## src/rtl/u8vs_pkg.sv

```systemverilog
// ----------------------------------------------------------------------------
// u8vs_pkg
// Constants and decode helpers for the UTF-8 validate/sanitize unit.
// ----------------------------------------------------------------------------
package u8vs_pkg;

    localparam logic [7:0]  REPL_RESET   = 8'h3F;

    localparam logic [7:0]  MASK_ASCII   = 8'h80;
    localparam logic [7:0]  MASK_LEAD2   = 8'hE0;
    localparam logic [7:0]  CODE_LEAD2   = 8'hC0;
    localparam logic [7:0]  MASK_LEAD3   = 8'hF0;
    localparam logic [7:0]  CODE_LEAD3   = 8'hE0;
    localparam logic [7:0]  MASK_LEAD4   = 8'hF8;
    localparam logic [7:0]  CODE_LEAD4   = 8'hF0;
    localparam logic [7:0]  MASK_CONT    = 8'hC0;
    localparam logic [7:0]  CODE_CONT    = 8'h80;

    localparam logic [20:0] MIN_CP2      = 21'h00080;
    localparam logic [20:0] MIN_CP3      = 21'h00800;
    localparam logic [20:0] MIN_CP4      = 21'h10000;
    localparam logic [20:0] SURR_LO      = 21'h0D800;
    localparam logic [20:0] SURR_HI      = 21'h0DFFF;
    localparam logic [20:0] MAX_CP       = 21'h10FFFF;

    localparam logic [2:0]  LEN_NONE     = 3'd0;
    localparam logic [2:0]  LEN_ONE      = 3'd1;
    localparam logic [2:0]  LEN_TWO      = 3'd2;
    localparam logic [2:0]  LEN_THREE    = 3'd3;
    localparam logic [2:0]  LEN_FOUR     = 3'd4;

    typedef logic [7:0] byte_t;

    // Sequence length announced by a lead byte; LEN_NONE for an invalid lead.
    function automatic logic [2:0] lead_len(input byte_t b);
        logic [2:0] len;
        begin
            if ((b & MASK_ASCII) == 8'h00)
                len = LEN_ONE;
            else if ((b & MASK_LEAD2) == CODE_LEAD2)
                len = LEN_TWO;
            else if ((b & MASK_LEAD3) == CODE_LEAD3)
                len = LEN_THREE;
            else if ((b & MASK_LEAD4) == CODE_LEAD4)
                len = LEN_FOUR;
            else
                len = LEN_NONE;
            return len;
        end
    endfunction

    function automatic logic is_cont(input byte_t b);
        return (b & MASK_CONT) == CODE_CONT;
    endfunction

    // Check a complete sequence of n bytes.
    function automatic logic seq_ok(input byte_t b0, input byte_t b1,
                                    input byte_t b2, input byte_t b3,
                                    input logic [2:0] n);
        logic [20:0] cp2;
        logic [20:0] cp3;
        logic [20:0] cp4;
        logic        ok;
        begin
            cp2 = {10'd0, b0[4:0], b1[5:0]};
            cp3 = {5'd0, b0[3:0], b1[5:0], b2[5:0]};
            cp4 = {b0[2:0], b1[5:0], b2[5:0], b3[5:0]};
            case (n)
                LEN_ONE:   ok = 1'b1;
                LEN_TWO:   ok = is_cont(b1) && (cp2 >= MIN_CP2);
                LEN_THREE: ok = is_cont(b1) && is_cont(b2) && (cp3 >= MIN_CP3)
                                && !((cp3 >= SURR_LO) && (cp3 <= SURR_HI));
                LEN_FOUR:  ok = is_cont(b1) && is_cont(b2) && is_cont(b3)
                                && (cp4 >= MIN_CP4) && (cp4 <= MAX_CP);
                default:   ok = 1'b0;
            endcase
            return ok;
        end
    endfunction

endpackage

```

## src/rtl/utf8_validate_sanitize_unit.sv

```systemverilog
// An accepted byte is registered in the input holding register, then processed into the
// result register that drives the outputs.
// Throughput: one result per cycle while the output is not stalled; an item that gives
// n results holds the input while the single result register shifts out its run.
// Buffered bytes give no result and pass at one per cycle when no run stalls the input.
// Reset: sequence state and string flag clear, replacement byte returns to 0x3F.
// ----------------------------------------------------------------------------
// utf8_validate_sanitize_unit
// UTF-8 validator/sanitizer: buffers a multi-byte sequence, then emits it
// unchanged or as one replacement byte per consumed byte.
// ----------------------------------------------------------------------------
module utf8_validate_sanitize_unit
    import u8vs_pkg::*;
(
    input  logic       clk,
    input  logic       rst_n,
    input  logic       cfg_write,
    input  logic [7:0] cfg_data,
    input  logic       in_valid,
    output logic       in_stall,
    input  logic [7:0] data_byte,
    input  logic       final_byte,
    output logic       out_valid,
    input  logic       out_stall,
    output logic [7:0] out_byte,
    output logic       was_replaced,
    output logic       run_last,
    output logic       string_end,
    output logic       string_valid
);

    logic [7:0] repl_reg;

    logic       inq_valid_reg;
    logic       inq_valid_next;
    byte_t      inq_data_reg;
    logic       inq_fin_reg;

    byte_t      seq_store_reg [3];
    byte_t      seq_store_next [3];
    logic [2:0] seq_expected_reg;
    logic [2:0] seq_expected_next;
    logic [2:0] seq_filled_reg;
    logic [2:0] seq_filled_next;
    logic       string_bad_reg;
    logic       string_bad_next;

    byte_t      grp_bytes_reg [4];
    byte_t      grp_bytes_next [4];
    logic [2:0] grp_left_reg;
    logic [2:0] grp_left_next;
    logic       grp_rep_reg;
    logic       grp_rep_next;
    logic       grp_fin_reg;
    logic       grp_fin_next;
    logic       grp_ok_reg;
    logic       grp_ok_next;

    logic       in_take;
    logic       out_take;
    logic       grp_free;
    logic       proc;
    byte_t      cand [4];
    logic [2:0] held;
    logic [2:0] n_bytes;
    logic [2:0] lead;
    logic [2:0] cnt;
    logic       rep;

    assign out_take = out_valid && !out_stall;
    assign grp_free = (grp_left_reg == 3'd0) || ((grp_left_reg == 3'd1) && !out_stall);
    assign proc     = inq_valid_reg && grp_free;
    assign in_stall = inq_valid_reg && !grp_free;
    assign in_take  = in_valid && !in_stall;

    always_comb
    begin
        inq_valid_next = inq_valid_reg;
        if (in_take)
            inq_valid_next = 1'b1;
        else if (proc)
            inq_valid_next = 1'b0;
    end

    // Candidate sequence: held bytes, then the new byte.
    assign held    = (seq_expected_reg == LEN_NONE) ? 3'd0 : seq_filled_reg;
    assign n_bytes = held + 3'd1;
    assign lead    = lead_len(inq_data_reg);

    always_comb
    begin
        for (int k = 0; k < 3; k++)
            cand[k] = (3'(k) < held) ? seq_store_reg[k] : inq_data_reg;
        cand[3] = inq_data_reg;
    end

    always_comb
    begin
        seq_store_next    = seq_store_reg;
        seq_expected_next = seq_expected_reg;
        seq_filled_next   = seq_filled_reg;
        string_bad_next   = string_bad_reg;
        cnt               = 3'd0;
        rep               = 1'b0;
        if (proc)
        begin
            if (seq_expected_reg == LEN_NONE)
            begin
                if (lead == LEN_NONE)
                begin
                    cnt = 3'd1;
                    rep = 1'b1;
                end
                else if (lead == LEN_ONE)
                begin
                    cnt = 3'd1;
                end
                else if (inq_fin_reg)
                begin
                    cnt = 3'd1;
                    rep = 1'b1;
                end
                else
                begin
                    seq_store_next[0] = inq_data_reg;
                    seq_expected_next = lead;
                    seq_filled_next   = 3'd1;
                end
            end
            else if (n_bytes >= seq_expected_reg)
            begin
                cnt               = n_bytes;
                rep               = !seq_ok(cand[0], cand[1], cand[2], cand[3], n_bytes);
                seq_expected_next = LEN_NONE;
                seq_filled_next   = 3'd0;
            end
            else if (inq_fin_reg)
            begin
                // truncated by end of string: replace everything held and the final byte
                cnt               = n_bytes;
                rep               = 1'b1;
                seq_expected_next = LEN_NONE;
                seq_filled_next   = 3'd0;
            end
            else
            begin
                seq_store_next[held[1:0]] = inq_data_reg;
                seq_filled_next           = n_bytes;
            end
            if (rep)
                string_bad_next = 1'b1;
            if (inq_fin_reg)
            begin
                seq_expected_next = LEN_NONE;
                seq_filled_next   = 3'd0;
                string_bad_next   = 1'b0;
            end
        end
    end

    // Result run: load on processing, shift one byte out per transaction.
    always_comb
    begin
        grp_bytes_next = grp_bytes_reg;
        grp_left_next  = grp_left_reg;
        grp_rep_next   = grp_rep_reg;
        grp_fin_next   = grp_fin_reg;
        grp_ok_next    = grp_ok_reg;
        if (proc)
        begin
            grp_bytes_next = cand;
            grp_left_next  = cnt;
            grp_rep_next   = rep;
            grp_fin_next   = inq_fin_reg;
            grp_ok_next    = !(string_bad_reg || rep);
        end
        else if (out_take)
        begin
            for (int k = 0; k < 3; k++)
                grp_bytes_next[k] = grp_bytes_reg[k + 1];
            grp_left_next = grp_left_reg - 3'd1;
        end
    end

    always_ff @(posedge clk or negedge rst_n)
    begin
        if (!rst_n)
        begin
            repl_reg         <= REPL_RESET;
            inq_valid_reg    <= 1'b0;
            seq_expected_reg <= LEN_NONE;
            seq_filled_reg   <= 3'd0;
            string_bad_reg   <= 1'b0;
            grp_left_reg     <= 3'd0;
        end
        else
        begin
            if (cfg_write)
                repl_reg <= cfg_data;
            inq_valid_reg    <= inq_valid_next;
            seq_expected_reg <= seq_expected_next;
            seq_filled_reg   <= seq_filled_next;
            string_bad_reg   <= string_bad_next;
            grp_left_reg     <= grp_left_next;
        end
    end

    always_ff @(posedge clk)
    begin
        if (in_take)
        begin
            inq_data_reg <= data_byte;
            inq_fin_reg  <= final_byte;
        end
        seq_store_reg <= seq_store_next;
        grp_bytes_reg <= grp_bytes_next;
        grp_rep_reg   <= grp_rep_next;
        grp_fin_reg   <= grp_fin_next;
        grp_ok_reg    <= grp_ok_next;
    end

    assign out_valid    = (grp_left_reg != 3'd0);
    assign out_byte     = grp_rep_reg ? repl_reg : grp_bytes_reg[0];
    assign was_replaced = grp_rep_reg;
    assign run_last     = (grp_left_reg == 3'd1);
    assign string_end   = run_last && grp_fin_reg;
    assign string_valid = string_end && grp_ok_reg;

endmodule

```

## config.mk

```make
export PLATFORM = sky130hd
export DESIGN_NAME = utf8_validate_sanitize_unit
export DESIGN_NICKNAME = d
export VERILOG_FILES = /design/src/rtl/u8vs_pkg.sv /design/src/rtl/utf8_validate_sanitize_unit.sv
export SDC_FILE = /design/constraint.sdc
export NUM_CORES = 1
export LEC_CHECK = 0
export ABC_AREA = 1
export BUFFER_PORTS_ARGS = -buffer_cell sky130_fd_sc_hd__buf_2
export CORE_ASPECT_RATIO = 1.1
export CORE_MARGIN = 4
export CORE_UTILIZATION = 45
export CTS_CLUSTER_DIAMETER = 150
export DETAILED_ROUTE_END_ITERATION = 7
export HOLD_SLACK_MARGIN = 0.03
export PLACE_DENSITY = 0.73
export SYNTH_ARGS = -nofsm -noshare
export SYNTH_HDL_FRONTEND = slang
export SYNTH_SLANG_ARGS = --single-unit
```

## constraint.sdc

```tcl
create_clock -name clk -period 3 [get_ports clk]
set_clock_uncertainty 0.05 [all_clocks]
set_input_delay 0.6 -clock clk [delete_from_list [all_inputs] [get_ports clk]]
set_output_delay 0.6 -clock clk [all_outputs]
set_load 0.02 [all_outputs]
```

; Word-level counts from Yosys, hierarchy flattened
; Index checks and enable logic that the tools add are counted.
[totals]
regBits = 87
input_bits = 22
word_cells = 146
[op_classes]
add_sub_neg = 2
magnitude_cmp = 12
eq_ne = 19
muxes = 53
n_bitwise = 4
reduce_logical = 38
[op_table]
columns = cell, n
row1 = 24-bit two-way mux, 4
row2 = 8-bit two-way mux, 9
row3 = 3-bit two-way mux, 20
row4 = 24-bit bitwise mux, 1
row5 = 21-bit by 17-bit >= comparator with 1-bit output (second input constant), 1
row6 = 21-bit <= comparator (second input constant), 1
row7 = 1-bit two-way mux, 17
row8 = 8-bit demux with 2-bit select, 1
row9 = 16-bit by 12-bit >= comparator with 1-bit output (second input constant), 1
row10 = 16-bit >= comparator (second input constant), 1
row11 = 16-bit <= comparator (second input constant), 1
row12 = 1-bit logical AND, 16
row13 = 11-bit by 8-bit >= comparator with 1-bit output (second input constant), 1
row14 = 3-bit by 1-bit equality test with 1-bit output (second input constant), 3
row15 = 3-bit logical NOT, 3
row16 = 8-bit logical NOT, 1
row17 = 4-bit AND reduction, 2
row18 = 2-bit equality test (second input constant), 3
row19 = 3-bit by 2-bit equality test with 1-bit output (second input constant), 2
row20 = 3-bit equality test (second input constant), 2
row21 = 1-bit logical NOT, 6
row22 = 1-bit by 3-bit < comparator with 1-bit output (first input constant), 2
row23 = 2-bit != test (second input constant), 3
row24 = 3-bit != test (second input constant), 2
row25 = other kinds (18), 25

; Longest topological paths before layout
; Gate-level depths: netlist (run 1).
[logic_depth]
word_depth = 20
depth_mapped = 20
ltp_nobuf = 18

; Worst setup path after synthesis (run 1)
; OpenSTA, ideal clock, no wires.
[synth_path]
path_kind = register to register
startpoint = reg seq_expected_reg[1]
endpoint = reg seq_store_reg[16] in the netlist's numbering (enable)
setup_ps = 383
t_arrival_ps = 2744
required_ps = 2567
slack_ps = -177
path_stages_with_launch = 15
path_buffers = 2
period_less_slack_ps = 3177
cell_sequence = dfrtp_1 > nor2_2 > nand2_2 > buf_6 > nand2_8 > buf_12 > inv_1 > ha_1 > xnor2_2 > ha_1 > a21oi_1 > o211ai_1 > nand2_1 > o21ai_0 > nor3_1
[synth_between]
elab_chain_cells = 6
[synth_lines]
columns = element, line_no
row1 = start: declaration, utf8_validate_sanitize_unit.sv:41  ; logic [2:0] seq_expected_reg;
row2 = start signal: assignment, utf8_validate_sanitize_unit.sv:201  ; seq_expected_reg <= seq_expected_next;
row3 = 3-bit logical NOT, "utf8_validate_sanitize_unit.sv:86, utf8_validate_sanitize_unit.sv:107"
row4 = 3-bit two-way mux, utf8_validate_sanitize_unit.sv:86  ; assign held = (seq_expected_reg == LEN_NONE) ? 3'd0 : seq_filled_reg;
row5 = 3-bit by 1-bit adder with 3-bit output, utf8_validate_sanitize_unit.sv:87  ; assign n_bytes = held + 3'd1;
row6 = 3-bit >= comparator, utf8_validate_sanitize_unit.sv:130  ; else if (n_bytes >= seq_expected_reg)
row7 = 2-bit != test (no line), --
row8 = 6-bit AND reduction (no line) *, --
row9 = end signal: assignment, utf8_validate_sanitize_unit.sv:215  ; seq_store_reg <= seq_store_next;
row10 = end: declaration, utf8_validate_sanitize_unit.sv:39  ; byte_t seq_store_reg [3];
; Every way passes the cells marked *; elsewhere a longest branch is shown, timed or not.
; A chain may end at the register's enable or synchronous reset.

; Worst setup path in the final report (run 1)
[layout_path]
startpoint = reg seq_expected_reg[0]
endpoint = reg seq_store_reg[1] in the netlist's numbering (enable)
[layout_between]
elab_chain_cells = 6
[layout_lines]
columns = element, line_no
row1 = 3-bit logical NOT, "utf8_validate_sanitize_unit.sv:86, utf8_validate_sanitize_unit.sv:107"
row2 = 3-bit two-way mux, utf8_validate_sanitize_unit.sv:86
row3 = 3-bit by 1-bit adder with 3-bit output, utf8_validate_sanitize_unit.sv:87
row4 = 3-bit >= comparator, utf8_validate_sanitize_unit.sv:130
row5 = 1-bit inverter (no line), --
row6 = 4-bit AND reduction (no line) *, --
; Marked as above.

==> results of run 1 <==
cell families after synthesis:
logic type      Yosys count  synth area share [%]
compound gates           83                  10.8
xor+xnor                  2                 0.592
fa+ha+maj                11                  3.26
buf+inv                  66                  6.81
flops                    87                  59.8
simple gates            175                  18.8
final cells by class:
cell class	instances	area (um^2)
repair buffers	48	273
inverters	52	195
multi-input cells	271	1430
fillers	800	4250
flip-flops and latches	87	2520
clock buffers	9	124
clock inverters	7	62.6
well taps	114	143
cells in the mapped netlist (2+ instances only):
cell type,number,area share (%)
inv_1,49,4.4
nand3_2,2,0.47
edfxtp_1,68,48
nand3_1,19,2.3
nand4_1,4,0.59
clkbuf_1,8,0.71
o211ai_1,4,0.71
a21oi_1,13,1.5
inv_2,2,0.18
o21ai_1,5,0.59
nand2_1,82,7.3
nor2_2,4,0.59
ha_1,11,3.3
nor3_1,3,0.36
dfstp_2,6,3.7
nand2_2,11,1.6
o21ai_0,51,6.0
dfrtp_1,13,7.7
a31oi_1,4,0.59
buf_6,3,0.80
nand2_4,2,0.53
and3_1,2,0.30
nor2_1,42,3.7
metrics by stage:
step	hold WS [ns]	utilization [%]	setup TNS (ns)	instance area, um^2
final	0.131	52.8	0	4760
after global routing	0.164	52.8	-0.00458	4760
after CTS	0.140	52.4	0	4720
after detailed placement	0.430	50.3	0	4530
after global placement	0.422	50.3	0	4530
after floorplan	0.254	-	0	4230
worst paths after layout:
path                       slack [ns]                          end                            start
max                              0.11   seq_store_reg[1]$_DFFE_PP_  seq_expected_reg[0]$_DFFE_PN0P_
min                              0.13  grp_left_reg[1]$_DFFE_PN0P_                            rst_n
max reg2reg                      0.11   seq_store_reg[1]$_DFFE_PP_  seq_expected_reg[0]$_DFFE_PN0P_
min reg2reg                      0.44      repl_reg[3]$_DFFE_PN1P_          repl_reg[3]$_DFFE_PN1P_
max in group asynchronous        2.42      repl_reg[1]$_DFFE_PN1P_                            rst_n
min in group clk                 0.36    inq_data_reg[2]$_DFFE_PP_                     data_byte[2]
what timing repair did:
action,in CTS,in global routing
endpoints found under the setup margin,0,23
setup buffers,0,3
gates resized for setup,0,5
power by group through the flow:
stage	Combinational, mW	Sequential (mW)	Clock (mW)
floorplan	1.69	1.98	0
global placement	2.09	2.04	0
detailed placement	2.15	2.05	0
CTS	2.16	2.02	0.783
global route	2.53	2.06	0.838
finish	2.24	2.02	0.766
routing by layer:
metal	share of wire (%)	global-route usage, %	up-vias	wire length, um
li1	-	-	1517	-
met1	45	20.5	1355	3650
met2	48	26.4	95	3890
met3	5.6	2.35	19	454
met4	2.0	6.26	0	164
met5	0	0	-	0
==> results by group, run 1 <==
Timing
  – Worst-margin pin slew: between 0.4 and 0.5 ns
  – Fmax: between 0.3 and 0.4 GHz
  – Max-slew violations: 0
  – Final WS setup: approximately 0.11 ns
  – Final setup violation count: 0
  – Slew margin rel.: between 60% and 70%
  – Tmin final: ~2.9 ns
  – Final Cycle Share: a little over nine tenths
  – Final hold vios: 0

Critical path
  – Top delay family on crit path: simple AND/OR/NAND/NOR gates
  – Req. time, crit path: 3.02 ns
  – Worst path bufs/invs: 2
  – CP max FO: 9
  – Crit path depth: 13
  – CP endpoint kind: flop
  – WP data arrival: 2.91 ns
  – Slowest stage delay, CP: approximately 0.41 ns
  – Startpoint types: flop
  – Critical path class: flop to flop
  – Worst path slowest cell: dfrtp_1
  – R2R depth: 13
  – Critical path cell sequence: nor2_2, nand2_4, nand2_1, inv_1, ha_1, xnor2_2, ha_1, a21oi_1, o211ai_1, nor2_2, nand2_1, nor2_1, buf_4

Placement
  – Setup slack at placement: between 0.07 and 0.08 ns
  – Port buffer count: 35
  – Placed Cells: approximately 570
  – GP Congestion: 0.895
  – HPWL after DPL: slightly below 6000 um

Job
  – Max Cap Viol: 0

Drt
  – Final ANT Viol Nets: 0
  – Via count: between 2k and 3k
  – Vias per cell: just over 5
  – Starting DRT DRC Count: between 200 and 300
  – Drt drc: 0
  – Drt wl/cell: approximately 14 um
  – DRT Pass-1 Iters: 5
  – Drt total wl: 8160 um

Synthesis
  – Number of synthesized register bits: slightly below 90
  – EDFF count, synth: 68
  – Mapped cell area: ~0.0042 mm^2
  – Mean post-synth cell area: around 10 um^2
  – Synth cell types: 39
  – Sequential area share after synthesis: between 50% and 60%
  – Top FF cell, synth: edfxtp_1
  – Net Count, Synth: approximately 460
  – Synth async-reset ratio: between 20% and 30%
  – YS warnings: 0
  – Synth Instances: roughly 420

Pwr
  – Tot Pwr: a little over 5 mW
  – P_sw: 2.15 mW
  – Power per standard cell area: roughly 1100 mW/mm^2
  – Leakage: approximately 2.1 nW
  – Worst VDD drop: between 400 and 500 uV
  – Switch share: between 40% and 50%
  – Part of the power in the clock network: between 10% and 20%
  – Pint: 2.88 mW
  – Share of power burned in registers: between 40% and 50%
  – Comb power frac: ~45%

GRT
  – Vias in the first global route: ~2.9k
  – Largest net degree at the start of global routing: between 40 and 50
  – Initial antenna violation count: 0
  – Overflow after GRT: 0
  – First-pass GRT wire length: around 13000 um
  – Gr usage total: approximately 16%

CTS
  – CTS tree: built
  – CTS root buffer: clkbuf_8
  – H-tree depth: 3
  – Clock Path Buffers: 2
  – CTS sink cnt: 87
  – Total CTS buffers: 9
  – Clock transition at path regs: around 0.09 ns
  – Skew-Pair Late Insertion Delay: between 0.3 and 0.4 ns
  – Hold_buf cts: 0

Final layout
  – Commonest cells after routing, fill and taps aside: nand2_1 (82), edfxtp_1 (68), o21ai_0 (51), inv_1 (48), nor2_1 (39)
  – Inserted Diodes: 0
  – Layout cells sized above 1: 21.7%
  – Layout net count: about 500
  – Non-filler instance count after layout: a little under 600
  – Max FFs per register: 32
  – Area added between synthesis and finish: 12.6%
  – Most common cell after layout, fill and taps aside: nand2_1

Floorplan
  – Die W: ~100 um
  – Starting density of the core: between 40% and 50%
  – Ports: 36
  – CORE AREA: around 0.0090 mm^2
  – Row count: 36
  – Die area: 0.0110 mm^2
  – Die H: 110 um

Status
  – Status: completed

Hold path
  – Hold/Removal Path Class: input pin to async pin
Note: power is estimated with default switching activity, not from simulation.
==> run 2: changes to the inputs <==
Settings changed: MAX_ROUTING_LAYER set to met4, TNS_END_PERCENT set to 20.
==> run 2 against run 1 <==
  * Core utilization grew 0.11 points
  * Routed wire length shrank 2.5%
  * Sequential power is essentially flat
  * Worst setup slack gained 0.022 ns
  * Combinational power is essentially flat
  * Critical endpoint is now seq_store_reg[22]$_DFFE_PP_
==> results by group, run 2 (synthesis results as in run 1) <==
Pwr
  – Share of power burned in registers: roughly two fifths
  – Power per standard cell area: ~1100 mW/mm^2
  – Worst VDD drop: 397 uV
  – Comb power frac: between 40% and 50%
  – Part of the power in the clock network: between 10% and 20%
  – Switch share: a little over two fifths
  – Tot Pwr: ~5 mW
  – P_sw: 2.15 mW
  – Pint: approximately 2.9 mW
  – Leakage: roughly 2.1 nW

Drt
  – Starting DRT DRC Count: 156
  – Via count: roughly 3.0k
  – Vias per cell: 5.03
  – Drt drc: 0
  – DRT Pass-1 Iters: 4
  – Drt wl/cell: approximately 14 um
  – Drt total wl: 7960 um
  – Final ANT Viol Nets: 0

GRT
  – First-pass GRT wire length: 13300 um
  – Gr usage total: ~16%
  – Overflow after GRT: 0
  – Initial antenna violation count: 0
  – Vias in the first global route: 2826
  – Largest net degree at the start of global routing: 42

Final layout
  – Most common cell after layout, fill and taps aside: nand2_1
  – Area added between synthesis and finish: 12.8%
  – Inserted Diodes: 0
  – Commonest cells after routing, fill and taps aside: nand2_1 (81), edfxtp_1 (68), o21ai_0 (51), inv_1 (48), nor2_1 (40)
  – Non-filler instance count after layout: ~590
  – Layout cells sized above 1: between 20 and 25%
  – Layout net count: 500
  – Max FFs per register: 32
  – Final instance area: 0.00477 mm^2
  – Fillers: between 700 and 800

Floorplan
  – Die W: between 100 and 150 um
  – Ports: 36
  – Die H: around 110 um
  – Die area: about 0.011 mm^2
  – Row count: 36
  – CORE AREA: approximately 0.0090 mm^2
  – Starting density of the core: 46.9%

Placement
  – HPWL after DPL: 5930 um
  – Placed instance area: 0.00453 mm^2
  – GP Congestion: ~0.9
  – Placed Cells: roughly 570
  – Port buffer count: 35

Critical path
  – Reg2reg end: seq_store_reg[22]$_DFFE_PP_
  – Worst path slowest cell: dfrtp_1
  – Startpoint types: flop
  – Slowest stage delay, CP: about 0.42 ns
  – CP Launch Point: seq_expected_reg[0]$_DFFE_PN0P_
  – R2R Setup Slk: ~0.14 ns
  – WP data arrival: 2.89 ns
  – Req. time, crit path: ~3.0 ns
  – Critical path class: flop to flop
  – FF-to-FF Start: seq_expected_reg[0]$_DFFE_PN0P_
  – R2R depth: 14
  – CP max FO: 9
  – Most used cell, CP: ha_1
  – Critical path cell sequence: nor2_2, nand2_4, nand2_2, inv_1, ha_1, xnor2_2, ha_1, a21oi_1, o211ai_1, buf_4, nand2_1, o21ai_0, nor3_2, buf_6
  – CP endpoint kind: flop

Timing
  – Final setup violation count: 0
  – Tmin final: 2.86 ns
  – Fin Setup TNS: 0 ns
  – Worst-margin pin slew: between 0.5 and 0.6 ns
  – Final Cycle Share: a little over nine tenths
  – Unrepaired setup endpoints after global routing: no
  – Fmax: 0.349 GHz
  – Final hold vios: 0
  – Slew margin rel.: between 60% and 70%
  – Max-slew violations: 0
  – Hold WS: roughly 0.12 ns

Job
  – Max Cap Viol: 0

CTS
  – Clock transition at path regs: approximately 0.10 ns
  – CTS tree: built
  – Total CTS buffers: 9
  – CTS sink cnt: 87
  – Clock Path Buffers: 2
  – Skew-Pair Late Insertion Delay: ~0.36 ns
  – CTS root buffer: clkbuf_8
  – H-tree depth: 3

Status
  – Status: completed

Hold path
  – Hold/Removal Path Class: input pin to async pin
## run 2: how the worst max path moves through the flow
stage	to	slack [ns]	cells past startpoint
final	seq_store_reg[22]$_DFFE_PP_	0.14	14
after global routing	grp_ok_reg$_DFFE_PP_	0.02	18
after CTS	seq_filled_reg[2]$_DFFE_PN0P_	0.04	14
after detailed placement	seq_filled_reg[2]$_DFFE_PN0P_	0.06	14
after global placement	seq_store_reg[0]$_DFFE_PP_	0.24	13
after floorplan	seq_store_reg[0]$_DFFE_PP_	0.01	14
## run 2: what timing repair did
action                                  CTS  global route
gates resized for setup                   1             6
hold buffers                              0             0
setup buffers                             0             1
pin swaps                                 0             1
endpoints found under the setup margin    1            24
## run 2: power by group through the flow
stage,clock network [mW],logic [mW],registers [mW]
2_1_floorplan,0,1.69,1.98
3_3_place_gp,0,2.09,2.04
3_5_place_dp,0,2.15,2.05
4_1_cts,0.809,2.17,2.03
5_1_grt,0.863,2.50,2.06
6_report,0.790,2.22,2.02
## run 2: stage by stage
step           setup slack [ns]  utilization [%]
4_1_cts                  0.0418             52.6
5_1_grt                  0.0159             52.9
6_report                  0.137             52.9
3_3_place_gp              0.243             50.3
3_5_place_dp             0.0556             50.3
2_1_floorplan            0.0109                -
## run 2: per-layer routing
metal / up-vias / wire length, um / GRT usage, %
met5: - / 0 / -
met3: 16 / 442 / 3.24
met4: 0 / 177 / 7.12
met2: 90 / 3740 / 25.2
li1: 1508 / - / -
met1: 1336 / 3600 / 20.2
## run 2: area by class of cell
class | count | area [um^2] | area share [%]
Timing Repair Buffer | 46 | 262 | 5.49
Multi-Input combinational cell | 271 | 1440 | 30.2
Sequential cell | 87 | 2520 | 53.0
Clock buffer | 9 | 124 | 2.60
Inverter | 52 | 195 | 4.10
Tap cell | 114 | 143 | 2.99
Clock inverter | 7 | 78.8 | 1.65
## run 2: critical path: cells and delay by family (launching register included)
| family | cells | cell delay (ns) |
|---|---|---|
| buffers and inverters | 3 | 0.41 |
| adders and majority gates | 2 | 0.55 |
| and+or+nand+nor | 5 | 0.64 |
| AOI/OAI and AO/OA | 3 | 0.37 |
| DFF | 1 | 0.42 |
| xor gates and xnor gates | 1 | 0.15 |
